## src/fibonacci_mod_matrix_power_core_assert.svh

```systemverilog
// ---------------------------------------------------------------------------
// Assertion macros for the Fibonacci matrix power core
// Implication checks clocked on clk and disabled while rst_n is low.
// ---------------------------------------------------------------------------
`ifndef FIBONACCI_MOD_MATRIX_POWER_CORE_ASSERT_SVH
`define FIBONACCI_MOD_MATRIX_POWER_CORE_ASSERT_SVH

// Same-cycle implication: when ante holds, cons must hold in that cycle.
`define FMP_ASSERT_SAME(lbl, ante, cons, msg) \
  lbl: assert property (@(posedge clk) disable iff (!rst_n) (ante) |-> (cons)) \
    else $error(msg);

// Next-cycle implication: when ante holds, cons must hold in the next cycle.
`define FMP_ASSERT_NEXT(lbl, ante, cons, msg) \
  lbl: assert property (@(posedge clk) disable iff (!rst_n) (ante) |=> (cons)) \
    else $error(msg);

`endif

```

## src/fmp_pkg.sv

```systemverilog
// ---------------------------------------------------------------------------
// fmp_pkg
// Shared widths, constants and controller/datapath interface types.
// ---------------------------------------------------------------------------
`timescale 1ns / 1ps
`default_nettype none

package fmp_pkg;

  localparam int MOD_W     = 16;          // modulus and matrix entry width
  localparam int PROD_W    = 2 * MOD_W;   // one product
  localparam int SUM_W     = PROD_W + 1;  // sum of two products
  localparam int CHUNK_W   = 8;           // dividend bits retired per cycle
  localparam int RED_STEPS = PROD_W / CHUNK_W;

  localparam logic [MOD_W-1:0] RESET_MODULUS = 16'd2021;
  localparam logic [1:0]       ENTRY_LAST    = 2'd3;
  localparam logic [1:0]       STEP_LAST     = 2'(RED_STEPS - 1);

  // Commands from the controller to the datapath.
  typedef struct packed {
    logic       load;       // capture index, modulus; set accumulator
    logic       mul1;       // first product of the current entry
    logic       mul2;       // second product of the current entry
    logic       red_load;   // add both products and seed the reducer
    logic       red_step;   // retire one chunk of the dividend
    logic       store;      // keep the reduced entry
    logic       qmul;       // multiply accumulator by the Q matrix
    logic       shift;      // move to the next exponent bit
    logic       emit;       // register the result
    logic [1:0] entry;      // matrix entry under work
  } dp_cmd_t;

  // Status from the datapath to the controller.
  typedef struct packed {
    logic idx_zero;   // index on the input is zero
    logic exp_bit;    // current exponent bit
  } dp_sts_t;

endpackage

`default_nettype wire

```

## src/fmp_datapath.sv

```systemverilog
// ---------------------------------------------------------------------------
// fmp_datapath
// Matrix accumulator, shared multiplier and chunked modular reducer.
// ---------------------------------------------------------------------------
`timescale 1ns / 1ps
`default_nettype none

module fmp_datapath
  import fmp_pkg::*;
#(
  parameter int INDEX_BITS = 63
) (
  input  wire logic             clk,
  input  wire dp_cmd_t          cmd,
  input  wire logic [62:0]      in_index,
  input  wire logic [MOD_W-1:0] modulus,
  output dp_sts_t               sts,
  output logic      [MOD_W-1:0] fib_value
);

  logic [INDEX_BITS-1:0] exp_r;
  logic [MOD_W-1:0]      m_r;
  logic [MOD_W-1:0]      a_r, b_r, c_r, d_r;
  logic [MOD_W-1:0]      sq0_r, sq1_r, sq2_r;
  logic [PROD_W-1:0]     p1_r, p2_r;
  logic [PROD_W-1:0]     dvd_r;
  logic [MOD_W-1:0]      rem_r;
  logic [MOD_W-1:0]      out_r;

  logic [MOD_W-1:0]      m_eff;
  logic [MOD_W-1:0]      one_val;
  logic [MOD_W-1:0]      x1, y1, x2, y2, mul_x, mul_y;
  logic [PROD_W-1:0]     prod;
  logic [SUM_W-1:0]      sum;
  logic [MOD_W-1:0]      rem_nxt;
  logic [MOD_W:0]        ab_sum, cd_sum;
  logic [MOD_W-1:0]      ab_mod, cd_mod;

  // Shift in eight dividend bits, keeping the partial remainder below m.
  function automatic logic [MOD_W-1:0] red_chunk(input logic [MOD_W-1:0] rem,
                                                 input logic [CHUNK_W-1:0] bits,
                                                 input logic [MOD_W-1:0] m);
    logic [MOD_W:0] r;
    r = {1'b0, rem};
    for (int i = CHUNK_W - 1; i >= 0; i--) begin
      r = {r[MOD_W-1:0], bits[i]};
      if (r >= {1'b0, m}) begin
        r = r - {1'b0, m};
      end
    end
    return r[MOD_W-1:0];
  endfunction

  // A zero modulus acts as one, which sends every entry to zero.
  assign m_eff   = (modulus == '0) ? MOD_W'(1) : modulus;
  assign one_val = (m_eff == MOD_W'(1)) ? '0 : MOD_W'(1);

  assign sts.idx_zero = (in_index[INDEX_BITS-1:0] == '0);
  assign sts.exp_bit  = exp_r[INDEX_BITS-1];

  // Squaring: each entry is the sum of two products of old entries.
  always_comb begin
    unique case (cmd.entry)
      2'd0: begin x1 = a_r; y1 = a_r; x2 = b_r; y2 = c_r; end
      2'd1: begin x1 = a_r; y1 = b_r; x2 = b_r; y2 = d_r; end
      2'd2: begin x1 = c_r; y1 = a_r; x2 = d_r; y2 = c_r; end
      default: begin x1 = c_r; y1 = b_r; x2 = d_r; y2 = d_r; end
    endcase
    mul_x = cmd.mul2 ? x2 : x1;
    mul_y = cmd.mul2 ? y2 : y1;
  end

  assign prod    = mul_x * mul_y;
  assign sum     = {1'b0, p1_r} + {1'b0, p2_r};
  assign rem_nxt = red_chunk(rem_r, dvd_r[PROD_W-1 -: CHUNK_W], m_r);

  // Multiplying by Q only needs additions: [[a+b, a], [c+d, c]].
  assign ab_sum = {1'b0, a_r} + {1'b0, b_r};
  assign cd_sum = {1'b0, c_r} + {1'b0, d_r};
  assign ab_mod = (ab_sum >= {1'b0, m_r}) ? MOD_W'(ab_sum - {1'b0, m_r}) : ab_sum[MOD_W-1:0];
  assign cd_mod = (cd_sum >= {1'b0, m_r}) ? MOD_W'(cd_sum - {1'b0, m_r}) : cd_sum[MOD_W-1:0];

  always_ff @(posedge clk) begin
    if (cmd.load) begin
      m_r   <= m_eff;
      exp_r <= in_index[INDEX_BITS-1:0] - INDEX_BITS'(1);
      a_r   <= sts.idx_zero ? '0 : one_val;
      b_r   <= '0;
      c_r   <= '0;
      d_r   <= one_val;
    end
    if (cmd.mul1) begin
      p1_r <= prod;
    end
    if (cmd.mul2) begin
      p2_r <= prod;
    end
    if (cmd.red_load) begin
      dvd_r <= sum[PROD_W-1:0];
      // The top sum bit seeds the remainder; with m of one it must be zero.
      rem_r <= {{(MOD_W-1){1'b0}}, sum[PROD_W] & (m_r != MOD_W'(1))};
    end
    if (cmd.red_step) begin
      dvd_r <= dvd_r << CHUNK_W;
      rem_r <= rem_nxt;
    end
    if (cmd.store) begin
      unique case (cmd.entry)
        2'd0: sq0_r <= rem_nxt;
        2'd1: sq1_r <= rem_nxt;
        2'd2: sq2_r <= rem_nxt;
        default: begin
          a_r <= sq0_r;
          b_r <= sq1_r;
          c_r <= sq2_r;
          d_r <= rem_nxt;
        end
      endcase
    end
    if (cmd.qmul) begin
      a_r <= ab_mod;
      b_r <= a_r;
      c_r <= cd_mod;
      d_r <= c_r;
    end
    if (cmd.shift) begin
      exp_r <= exp_r << 1;
    end
    if (cmd.emit) begin
      out_r <= a_r;
    end
  end

  assign fib_value = out_r;

endmodule

`default_nettype wire

```

## src/fmp_controller.sv

```systemverilog
// ---------------------------------------------------------------------------
// fmp_controller
// Sequences square-and-multiply over the exponent bits, entry by entry.
// ---------------------------------------------------------------------------
`timescale 1ns / 1ps
`default_nettype none

`include "fibonacci_mod_matrix_power_core_assert.svh"

module fmp_controller
  import fmp_pkg::*;
#(
  parameter int INDEX_BITS = 63
) (
  input  wire logic clk,
  input  wire logic rst_n,
  input  wire logic start,
  output logic      busy,
  output logic      out_valid,
  output dp_cmd_t   cmd,
  input  wire dp_sts_t sts
);

  localparam int BIT_W = $clog2(INDEX_BITS);

  localparam logic [2:0] S_IDLE  = 3'd0;
  localparam logic [2:0] S_MUL1  = 3'd1;
  localparam logic [2:0] S_MUL2  = 3'd2;
  localparam logic [2:0] S_LOAD  = 3'd3;
  localparam logic [2:0] S_RED   = 3'd4;
  localparam logic [2:0] S_QSTEP = 3'd5;
  localparam logic [2:0] S_DONE  = 3'd6;

  logic [2:0]       state_r, state_nxt;
  logic [BIT_W-1:0] bit_r, bit_nxt;
  logic [1:0]       entry_r, entry_nxt;
  logic [1:0]       step_r, step_nxt;
  logic             out_valid_r;

  always_comb begin
    state_nxt = state_r;
    bit_nxt   = bit_r;
    entry_nxt = entry_r;
    step_nxt  = step_r;
    cmd       = '0;
    cmd.entry = entry_r;
    unique case (state_r)
      S_IDLE: begin
        if (start) begin
          cmd.load  = 1'b1;
          bit_nxt   = BIT_W'(INDEX_BITS - 1);
          entry_nxt = '0;
          state_nxt = sts.idx_zero ? S_DONE : S_MUL1;
        end
      end
      S_MUL1: begin
        cmd.mul1  = 1'b1;
        state_nxt = S_MUL2;
      end
      S_MUL2: begin
        cmd.mul2  = 1'b1;
        state_nxt = S_LOAD;
      end
      S_LOAD: begin
        cmd.red_load = 1'b1;
        step_nxt     = '0;
        state_nxt    = S_RED;
      end
      S_RED: begin
        cmd.red_step = 1'b1;
        step_nxt     = step_r + 2'd1;
        if (step_r == STEP_LAST) begin
          cmd.store = 1'b1;
          if (entry_r != ENTRY_LAST) begin
            entry_nxt = entry_r + 2'd1;
            state_nxt = S_MUL1;
          end else if (sts.exp_bit) begin
            state_nxt = S_QSTEP;
          end else begin
            cmd.shift = 1'b1;
            entry_nxt = '0;
            if (bit_r == '0) begin
              state_nxt = S_DONE;
            end else begin
              bit_nxt   = bit_r - BIT_W'(1);
              state_nxt = S_MUL1;
            end
          end
        end
      end
      S_QSTEP: begin
        cmd.qmul  = 1'b1;
        cmd.shift = 1'b1;
        entry_nxt = '0;
        if (bit_r == '0) begin
          state_nxt = S_DONE;
        end else begin
          bit_nxt   = bit_r - BIT_W'(1);
          state_nxt = S_MUL1;
        end
      end
      S_DONE: begin
        cmd.emit  = 1'b1;
        state_nxt = S_IDLE;
      end
      default: begin
        state_nxt = S_IDLE;
      end
    endcase
  end

  always_ff @(posedge clk) begin
    if (!rst_n) begin
      state_r     <= S_IDLE;
      bit_r       <= '0;
      entry_r     <= '0;
      step_r      <= '0;
      out_valid_r <= 1'b0;
    end else begin
      state_r     <= state_nxt;
      bit_r       <= bit_nxt;
      entry_r     <= entry_nxt;
      step_r      <= step_nxt;
      out_valid_r <= (state_r == S_DONE);
    end
  end

  assign busy      = (state_r != S_IDLE);
  assign out_valid = out_valid_r;

  `FMP_ASSERT_NEXT(a_strobe_single, out_valid_r, !out_valid_r, "result strobe held two cycles")
  `FMP_ASSERT_NEXT(a_accept_busy, start && !busy, busy, "accepted word did not raise busy")
  `FMP_ASSERT_SAME(a_qstep_order, state_r == S_QSTEP, $past(state_r == S_RED && entry_r == ENTRY_LAST), "Q step not after last squared entry")

endmodule

`default_nettype wire

```

## src/fibonacci_mod_matrix_power_core.sv

```systemverilog
// ---------------------------------------------------------------------------
// fibonacci_mod_matrix_power_core
// F(n) mod a programmable modulus by 2x2 matrix square-and-multiply.
// ---------------------------------------------------------------------------
// Index zero goes straight to the result; any other index squares the four
//   accumulator entries in turn for every exponent bit, from the top down.
// Each squared entry uses the one shared 16x16 multiplier and then the
//   8-bit-per-cycle remainder unit; a set exponent bit adds a Q step.
// A new word is taken only while idle, at the earliest in the strobe cycle.
// Reset: rst_n low clears the sequencer and loads the modulus with 2021.
`timescale 1ns / 1ps
`default_nettype none

module fibonacci_mod_matrix_power_core
  import fmp_pkg::*;
#(
  parameter int INDEX_BITS = 63
) (
  input  wire logic        clk,
  input  wire logic        rst_n,
  // Input channel: a word is taken when start is high and busy is low.
  input  wire logic        start,
  output logic             busy,
  input  wire logic [62:0] in_index,
  // Result channel: one-cycle strobe, the receiver cannot stall it.
  output logic             out_valid,
  output logic [15:0]      out_fib_value,
  // Configuration port. The modulus sits at byte address 0.
  input  wire logic        psel,
  input  wire logic        penable,
  input  wire logic        pwrite,
  input  wire logic [2:0]  paddr,
  input  wire logic [31:0] pwdata,
  output logic [31:0]      prdata,
  output logic             pready
);

  logic [MOD_W-1:0] modulus_r;
  logic             cfg_wr;
  logic             cfg_hit;
  dp_cmd_t          cmd;
  dp_sts_t          sts;

  // The register is decoded on the word address; byte offset bits are ignored,
  // and any address beyond the single register reads as zero and drops writes.
  assign pready  = 1'b1;
  assign cfg_hit = (paddr[2] == 1'b0);
  assign cfg_wr  = psel && penable && pwrite && pready;

  always_ff @(posedge clk) begin
    if (!rst_n) begin
      modulus_r <= RESET_MODULUS;
    end else if (cfg_wr && cfg_hit) begin
      modulus_r <= pwdata[MOD_W-1:0];
    end
  end

  assign prdata = cfg_hit ? {{(32-MOD_W){1'b0}}, modulus_r} : '0;

  // The controller walks exponent bits from the top down. Every bit squares
  // the accumulator one entry at a time; a set bit then multiplies by Q.
  fmp_controller #(
    .INDEX_BITS(INDEX_BITS)
  ) u_ctrl (
    .clk       (clk),
    .rst_n     (rst_n),
    .start     (start),
    .busy      (busy),
    .out_valid (out_valid),
    .cmd       (cmd),
    .sts       (sts)
  );

  // The datapath snapshots the modulus when a word is taken, so the result
  // always reflects the modulus in force at that moment.
  fmp_datapath #(
    .INDEX_BITS(INDEX_BITS)
  ) u_dp (
    .clk       (clk),
    .cmd       (cmd),
    .in_index  (in_index),
    .modulus   (modulus_r),
    .sts       (sts),
    .fib_value (out_fib_value)
  );

endmodule

`default_nettype wire

```

## config.mk

```make
export PLATFORM = sky130hd
export DESIGN_NAME = fibonacci_mod_matrix_power_core
export DESIGN_NICKNAME = d
export VERILOG_FILES = /design/src/fmp_pkg.sv /design/src/fmp_datapath.sv /design/src/fmp_controller.sv /design/src/fibonacci_mod_matrix_power_core.sv
export VERILOG_INCLUDE_DIRS = /design/src /design/src/src
export SDC_FILE = /design/constraint.sdc
export NUM_CORES = 2
export LEC_CHECK = 0
export BUFFER_PORTS_ARGS = -buffer_cell sky130_fd_sc_hd__buf_4
export CORE_ASPECT_RATIO = 0.7
export CORE_MARGIN = 2
export CORE_UTILIZATION = 30
export CTS_CLUSTER_SIZE = 24
export DETAILED_ROUTE_END_ITERATION = 10
export PLACE_DENSITY = 0.43
export SETUP_SLACK_MARGIN = 0.15
export SYNTH_ARGS = -nofsm -noshare
export SYNTH_HDL_FRONTEND = slang
export SYNTH_SLANG_ARGS = --single-unit
```

## constraint.sdc

```tcl
create_clock -name clk -period 24.7 [get_ports clk]
set_input_delay 4.94 -clock clk [delete_from_list [all_inputs] [get_ports clk]]
set_output_delay 4.94 -clock clk [all_outputs]
set_load 0.005 [all_outputs]
```

Word level (Yosys, flattened, before mapping) --
Index checks and enable logic that the tools add are counted.
Word-level totals: bits in registers 349, word-level logic and storage cells 165
Cells by class: $add $sub $neg 17, multiply operators 1, order comparisons 10, eq/ne operators 17, mux-type cells 74, bitwise operators 2, reductions and logical operators 22
Operators by type and width (number):
- 2-to-1 mux 16 bit | 37
- greater-or-equal comparator 17 x 16 -> 1 bit | 10
- subtractor 16 bit | 10
- 2-to-1 mux 63 bit | 2
- 2-to-1 mux 32 bit | 2
- zero test 63 bit | 1
- subtractor 63 x 1 -> 63 bit (second input constant) | 1
- adder 16 x 16 -> 17 bit | 2
- adder 32 x 32 -> 33 bit | 1
- multiplier 16 x 16 -> 32 bit | 1
- 2-to-1 mux 6 bit | 5
- 2-to-1 mux 3 bit | 6
- one-hot mux 3 bit (6 select lines) | 1
- one-hot mux 6 bit (3 select lines) | 1
- == test 16 x 1 -> 1 bit (second input constant) | 1
- zero test 16 bit | 1
- != test 16 x 1 -> 1 bit (second input constant) | 1
- 2-to-1 mux 1 bit | 12
- 2-to-1 mux 2 bit | 5
- == test 3 bit (second input constant) | 3
- != test 2 bit (second input constant) | 4
- AND reduction 2 bit | 4
- == test 3 x 2 -> 1 bit (second input constant) | 2
- zero test 6 bit | 1
- other kinds (21) | 29

Longest topological paths before layout --
word-level depth 19, gate-level depth with buffers 116

Hierarchy --
A second synthesis with hierarchy kept.
Unflattened totals: cell total of the unflattened synthesis 3828, area total of the unflattened synthesis 35167.5 um2
By module, submodules not included:
- fmp_datapath | instances 1, cells each 3614, area each 33348.2 um2
- fibonacci_mod_matrix_power_core | instances 1, cells each 106, area each 947.2 um2
- fmp_controller | instances 1, cells each 108, area each 872.1 um2

Worst setup path after synthesis --
Ideal clock, no wire load.
kind reg-to-reg, from register u_dp.m_r[1], to register u_dp.rem_r[10] (data pin), setup time 140 ps, data arrival time 22845 ps, slack 1715 ps, cell stages (with the launch flop) 111, path through edfxtp_1 inv_1 ha_1 nor2b_1 o31a_1 o21ai_1 and2_1 buf_6 a22oi_1 buf_2 buf_1 mux2_2 ha_1 or2_1 o311ai_1 nand3_1 a32oi_1 o2111ai_4 (+75 left out) nor2b_1 o21ai_0 a21boi_0 o21ai_0 a21boi_0 o21ai_0 a21oi_1 o41a_1 a41o_1 nor4_1 nor3_1 or4_1 clkbuf_1 clkbuf_1 or2_2 a21oi_1 a21oi_1 nor2_1
Between the ends: cells in the longest elaborated chain, start to end 17, elaborated cells on any way between the ends 25
RTL lines:
- from (decl) | RTL line fmp_datapath.sv:22 | logic [MOD_W-1:0] m_r;
- from (signal assigned) | RTL line fmp_datapath.sv:85 | m_r <= m_eff;
- subtractor 16 bit or greater-or-equal comparator 17 x 16 -> 1 bit (tied branches) | RTL line fmp_datapath.sv:48, fmp_datapath.sv:47
- 2-to-1 mux 16 bit | RTL line fmp_datapath.sv:47 | if (r >= {1'b0, m}) begin
- subtractor 16 bit or greater-or-equal comparator 17 x 16 -> 1 bit (tied branches) | RTL line fmp_datapath.sv:48, fmp_datapath.sv:47
- 2-to-1 mux 16 bit | RTL line fmp_datapath.sv:47
- subtractor 16 bit or greater-or-equal comparator 17 x 16 -> 1 bit (tied branches) | RTL line fmp_datapath.sv:48, fmp_datapath.sv:47
- 2-to-1 mux 16 bit | RTL line fmp_datapath.sv:47
- subtractor 16 bit or greater-or-equal comparator 17 x 16 -> 1 bit (tied branches) | RTL line fmp_datapath.sv:48, fmp_datapath.sv:47
- 2-to-1 mux 16 bit | RTL line fmp_datapath.sv:47
- subtractor 16 bit or greater-or-equal comparator 17 x 16 -> 1 bit (tied branches) | RTL line fmp_datapath.sv:48, fmp_datapath.sv:47
- 2-to-1 mux 16 bit | RTL line fmp_datapath.sv:47
- subtractor 16 bit or greater-or-equal comparator 17 x 16 -> 1 bit (tied branches) | RTL line fmp_datapath.sv:48, fmp_datapath.sv:47
- 2-to-1 mux 16 bit | RTL line fmp_datapath.sv:47
- subtractor 16 bit or greater-or-equal comparator 17 x 16 -> 1 bit (tied branches) | RTL line fmp_datapath.sv:48, fmp_datapath.sv:47
- 2-to-1 mux 16 bit | RTL line fmp_datapath.sv:47
- subtractor 16 bit or greater-or-equal comparator 17 x 16 -> 1 bit (tied branches) | RTL line fmp_datapath.sv:48, fmp_datapath.sv:47
- 2-to-1 mux 16 bit (*) | RTL line fmp_datapath.sv:47
- 2-to-1 mux 16 bit (*) | RTL line fmp_datapath.sv:103 | if (cmd.red_step) begin
- to (signal assigned) | RTL line fmp_datapath.sv:101 | rem_r <= {{(MOD_W-1){1'b0}}, sum[PROD_W] & (m_r != MOD_W'(1))};
- to (signal assigned) | RTL line fmp_datapath.sv:105 | rem_r <= rem_nxt;
- to (decl) | RTL line fmp_datapath.sv:27 | logic [MOD_W-1:0] rem_r;
Every way passes the cells marked *; elsewhere a longest branch is shown, timed or not. A chain may end at the register's enable or synchronous reset.

Worst setup path after layout --
from register u_dp.m_r[1], to register u_dp.sq0_r[6] (data pin)
Between the ends: cells in the longest elaborated chain, start to end 16, elaborated cells on any way between the ends 24
RTL lines:
- subtractor 16 bit or greater-or-equal comparator 17 x 16 -> 1 bit (tied branches) | RTL line fmp_datapath.sv:48, fmp_datapath.sv:47
- 2-to-1 mux 16 bit | RTL line fmp_datapath.sv:47
- subtractor 16 bit or greater-or-equal comparator 17 x 16 -> 1 bit (tied branches) | RTL line fmp_datapath.sv:48, fmp_datapath.sv:47
- 2-to-1 mux 16 bit | RTL line fmp_datapath.sv:47
- subtractor 16 bit or greater-or-equal comparator 17 x 16 -> 1 bit (tied branches) | RTL line fmp_datapath.sv:48, fmp_datapath.sv:47
- 2-to-1 mux 16 bit | RTL line fmp_datapath.sv:47
- subtractor 16 bit or greater-or-equal comparator 17 x 16 -> 1 bit (tied branches) | RTL line fmp_datapath.sv:48, fmp_datapath.sv:47
- 2-to-1 mux 16 bit | RTL line fmp_datapath.sv:47
- subtractor 16 bit or greater-or-equal comparator 17 x 16 -> 1 bit (tied branches) | RTL line fmp_datapath.sv:48, fmp_datapath.sv:47
- 2-to-1 mux 16 bit | RTL line fmp_datapath.sv:47
- subtractor 16 bit or greater-or-equal comparator 17 x 16 -> 1 bit (tied branches) | RTL line fmp_datapath.sv:48, fmp_datapath.sv:47
- 2-to-1 mux 16 bit | RTL line fmp_datapath.sv:47
- greater-or-equal comparator 17 x 16 -> 1 bit or subtractor 16 bit (tied branches) | RTL line fmp_datapath.sv:47, fmp_datapath.sv:48
- 2-to-1 mux 16 bit | RTL line fmp_datapath.sv:47
- subtractor 16 bit or greater-or-equal comparator 17 x 16 -> 1 bit (tied branches) | RTL line fmp_datapath.sv:48, fmp_datapath.sv:47
- 2-to-1 mux 16 bit (*) | RTL line fmp_datapath.sv:47
- net u_dp.rem_nxt[6] | RTL line fmp_datapath.sv:35 | logic [MOD_W-1:0] rem_nxt;
- to (signal assigned) | RTL line fmp_datapath.sv:109 | 2'd0: sq0_r <= rem_nxt;
- to (decl) | RTL line fmp_datapath.sv:24 | logic [MOD_W-1:0] sq0_r, sq1_r, sq2_r;
Mark *: on every way through the listed nets, which the timed path passes. The rest lies on a longest branch.

==> metrics.csv <==
metric;value;unit
sequential cell area;9449;sq um
final WL;113500;um
crit path capture type;register;
core area;115200;sq um
Die H;289.2;um
Worst path most repeated cell;buf_4;
CP Class;register to register;
unrepaired setup endpoints after global routing;no;
Clock Latency Late Sink;0.60;ns
row cnt;104;
residual DRC count;2;
Worst EP required;25.01;ns
minimum clock period;23.21;ns
Final Setup Violations;0;
Mapped Area;34860;sq um
pin count of the biggest net entering global routing;74;
worst r2r src;u_dp.m_r[1]$_DFFE_PP_;
clk sinks;349;
relative slew slack;22.53;%
Ys Warns;0;
DR vias/cell;5.034;
Post-DRT Antenna Nets;0;
flop2flop setup slack;1.49;ns
Vias;27920;
Synth Instances;3809;
Slowest cell on crit path;a21oi_2;
Worst-path clk slew;0.08;ns
Critical Path Start Type;register;
die area;119000;sq um
fin cells;5546;
critical path arrival;23.53;ns
Fin Setup TNS;0;ns
top_reg_cell synth;edfxtp_1;
R2R depth;99;
nets;4621;
EDFF count, synth;246;
initial antenna violation count;2;
hpwl dp;87830;um
Fmax;0.04308;GHz
fin. max-slew vios;0;
multi-input gate area in the final layout;23490;sq um
overall global routing resource usage;18.91;%
fin util;34.66;%
share of cells above drive strength 1;12.62;%
Synth cell types;89;
status;finished with violations;
CTS H-Tree Depth;2;
Max Cap Viol;0;
post-CTS setup buffer count;0;
fillers;11900;
crit share post-route;93.98;%
GPL Wtd Cong;0.8674;
Starting Density;30.27;%
critical path peak fanout;41;
Yosys reg bits;349;
part of the Yosys area used for sequential elements;27.11;%
crit path launch;u_dp.m_r[1]$_DFFE_PP_;
failing checks;DRC;
Area Growth Syn to Fin;14.51;%
end point of the critical path;u_dp.sq0_r[6]$_DFFE_PP_;
WL/cell;20.47;um
Reg-to-Reg End;u_dp.sq0_r[6]$_DFFE_PP_;
Num CTS Buffers;41;
TritonCTS clock tree;done;
root buffer cell;clkbuf_16;
die width;411.4;um
placed cell count;5469;
Post-synth ARST share;0;%
syn_area_per_cell;9.152;sq um
crit-path max cell delay;0.55;ns
worst clock skew;0.03316;ns
initial drt markers;2026;
# IOs;155;
1st-pass router iterations;8;
final hold vios;0;
Min-Delay Path Class;register to register;
first-pass GRT wire length;171500;um
grt ovf;0;
deepest clock path buffer count;3;
vias in the first global route;26510;
measured slew at the worst slew-check pin;1.162;ns
buffers added on ports;119;
[stage by stage]
step	setup WS [ns]	hold WS, ns	cell area, sq um
after floorplan	1.715	0.4356	34920
after global placement	0.5626	0.4458	38240
after detailed placement	0.6754	0.4588	38240
after CTS	0.5060	0.4680	39770
after global routing	0.1359	0.4994	39920
final	1.488	0.4646	39920
[flip-flops by register name, indices dropped and copies added, names as in the netlist]
register	cells
u_dp.exp_r	63
u_dp.dvd_r	32
u_dp.p1_r	32
u_dp.p2_r	32
modulus_r	16
u_dp.a_r	16
u_dp.b_r	16
u_dp.c_r	16
u_dp.d_r	16
u_dp.fib_value	16
u_dp.m_r	16
u_dp.rem_r	16
u_dp.sq0_r	16
u_dp.sq1_r	16
u_dp.sq2_r	16
u_ctrl.bit_r	6
u_ctrl.state_r	3
u_ctrl.entry_r	2
u_ctrl.step_r	2
u_ctrl.out_valid	1
[cell type report]
cell class | count | area share (%)
tap | 1537 | 4.817
multi-input combinational | 2928 | 58.84
sequential | 349 | 23.67
clock buffer | 52 | 2.877
antenna | 1 | 0.006269
clock inverter | 24 | 0.9685
inverter | 380 | 3.573
timing repair buffer | 275 | 5.244
[cells in the final DEF, fill, tap and decap left out, types with 55 or more instances in the layout]
cell type  count
nand2_1      441
inv_1        379
ha_1         331
buf_4        272
edfxtp_1     246
nor2_1       211
fa_1         207
a21oi_1      192
o21ai_0      191
xnor2_1      166
dfxtp_1      103
nor2b_1       94
nand3_1       78
mux2_2        70
xor2_1        67
nor3_1        63
and2_1        55
[worst max-delay path, delay by kind of cell (launching register included)]
family	cells	cell delay, ns
muxes	8	2.73
AOI/OAI and AO/OA	51	12.04
buffers and inverters	16	2.80
and+or+nand+nor	16	2.52
DFF	1	0.50
adders and majority gates	8	2.31
[how the worst min path moves through the flow]
stage                                           from                         end  slack, ns  cells past startpoint
after global routing      u_dp.dvd_r[0]$_SDFFE_PP0P_  u_dp.dvd_r[0]$_SDFFE_PP0P_       0.50                      1
after detailed placement  u_dp.exp_r[0]$_SDFFE_PP0P_  u_dp.exp_r[0]$_SDFFE_PP0P_       0.46                      2
final                     u_dp.exp_r[0]$_SDFFE_PP0P_  u_dp.exp_r[0]$_SDFFE_PP0P_       0.46                      2
after floorplan           u_dp.exp_r[0]$_SDFFE_PP0P_  u_dp.exp_r[0]$_SDFFE_PP0P_       0.44                      2
after global placement    u_dp.exp_r[0]$_SDFFE_PP0P_  u_dp.exp_r[0]$_SDFFE_PP0P_       0.45                      2
after CTS                 u_dp.exp_r[0]$_SDFFE_PP0P_  u_dp.exp_r[0]$_SDFFE_PP0P_       0.47                      2
[cell usage after synthesis, types with 8 or more instances]
cell       instances  area [sq um]
a211oi_1          50         375.4
a21boi_0          27         202.7
a21o_1            51         382.9
a21oi_1          195         975.9
a22o_1            27         236.5
a2bb2oi_1         12         105.1
a31oi_1           32         200.2
and2_1            58         362.9
and3_1            50         312.8
buf_2             10         50.05
buf_4             20         150.1
clkbuf_1         127         476.7
dfxtp_1          103          2062
edfxtp_1         246          7387
fa_1             207          4144
ha_1             335          4192
inv_1            380          1426
mux2_2            70         788.3
mux2i_1           51         510.5
mux4_2            27         608.1
nand2_1          443          1663
nand2b_1          34         212.7
nand3_1           79         395.4
nand3b_1          10         75.07
nand4_1           36         225.2
nor2_1           213         799.5
nor2b_1           94         588.1
nor3_1            64         320.3
nor3b_1            9         67.56
nor4_1            28         175.2
o211a_1            8         80.08
o211ai_1           9         67.56
o21a_1            39         292.8
o21ai_0          197         986.0
o21ai_1           15         75.07
o21bai_1          34         255.2
o31ai_1           12         90.09
or2_2             16         100.1
or3_1             18         112.6
or4_1             12         90.09
xnor2_1          166          1454
xor2_1            67         586.8
[metal layers]
metal | wire length (um) | GRT usage (%) | vias to the layer above
met3 | 8611 | 4.800 | 52
met2 | 41560 | 24.15 | 698
met1 | 62490 | 31.46 | 13530
met5 | 16 | 0 | -
met4 | 856 | 1.941 | 2
li1 | - | - | 13640
[cell families after synthesis]
family | Yosys count | share of synthesized area, %
AOI/OAI and AO/OA | 794 | 14.82
xor gates and xnor gates | 233 | 5.854
adders and majority gates | 542 | 23.91
buffers and inverters | 547 | 6.206
DFF | 349 | 27.11
muxes | 154 | 5.682
other | 2 | 0.02154
and+or+nand+nor | 1188 | 16.40
[what timing repair did]
| action | 4_1_cts | 5_1_grt |
|---|---|---|
| setup endpoints to repair | 0 | 80 |
| hold buffers | 0 | 0 |
| gates resized for setup | 0 | 28 |
Power is left out: the tool's default activity adds up to more than one toggle a clock period on the data nets, which glitch-free logic cannot reach.
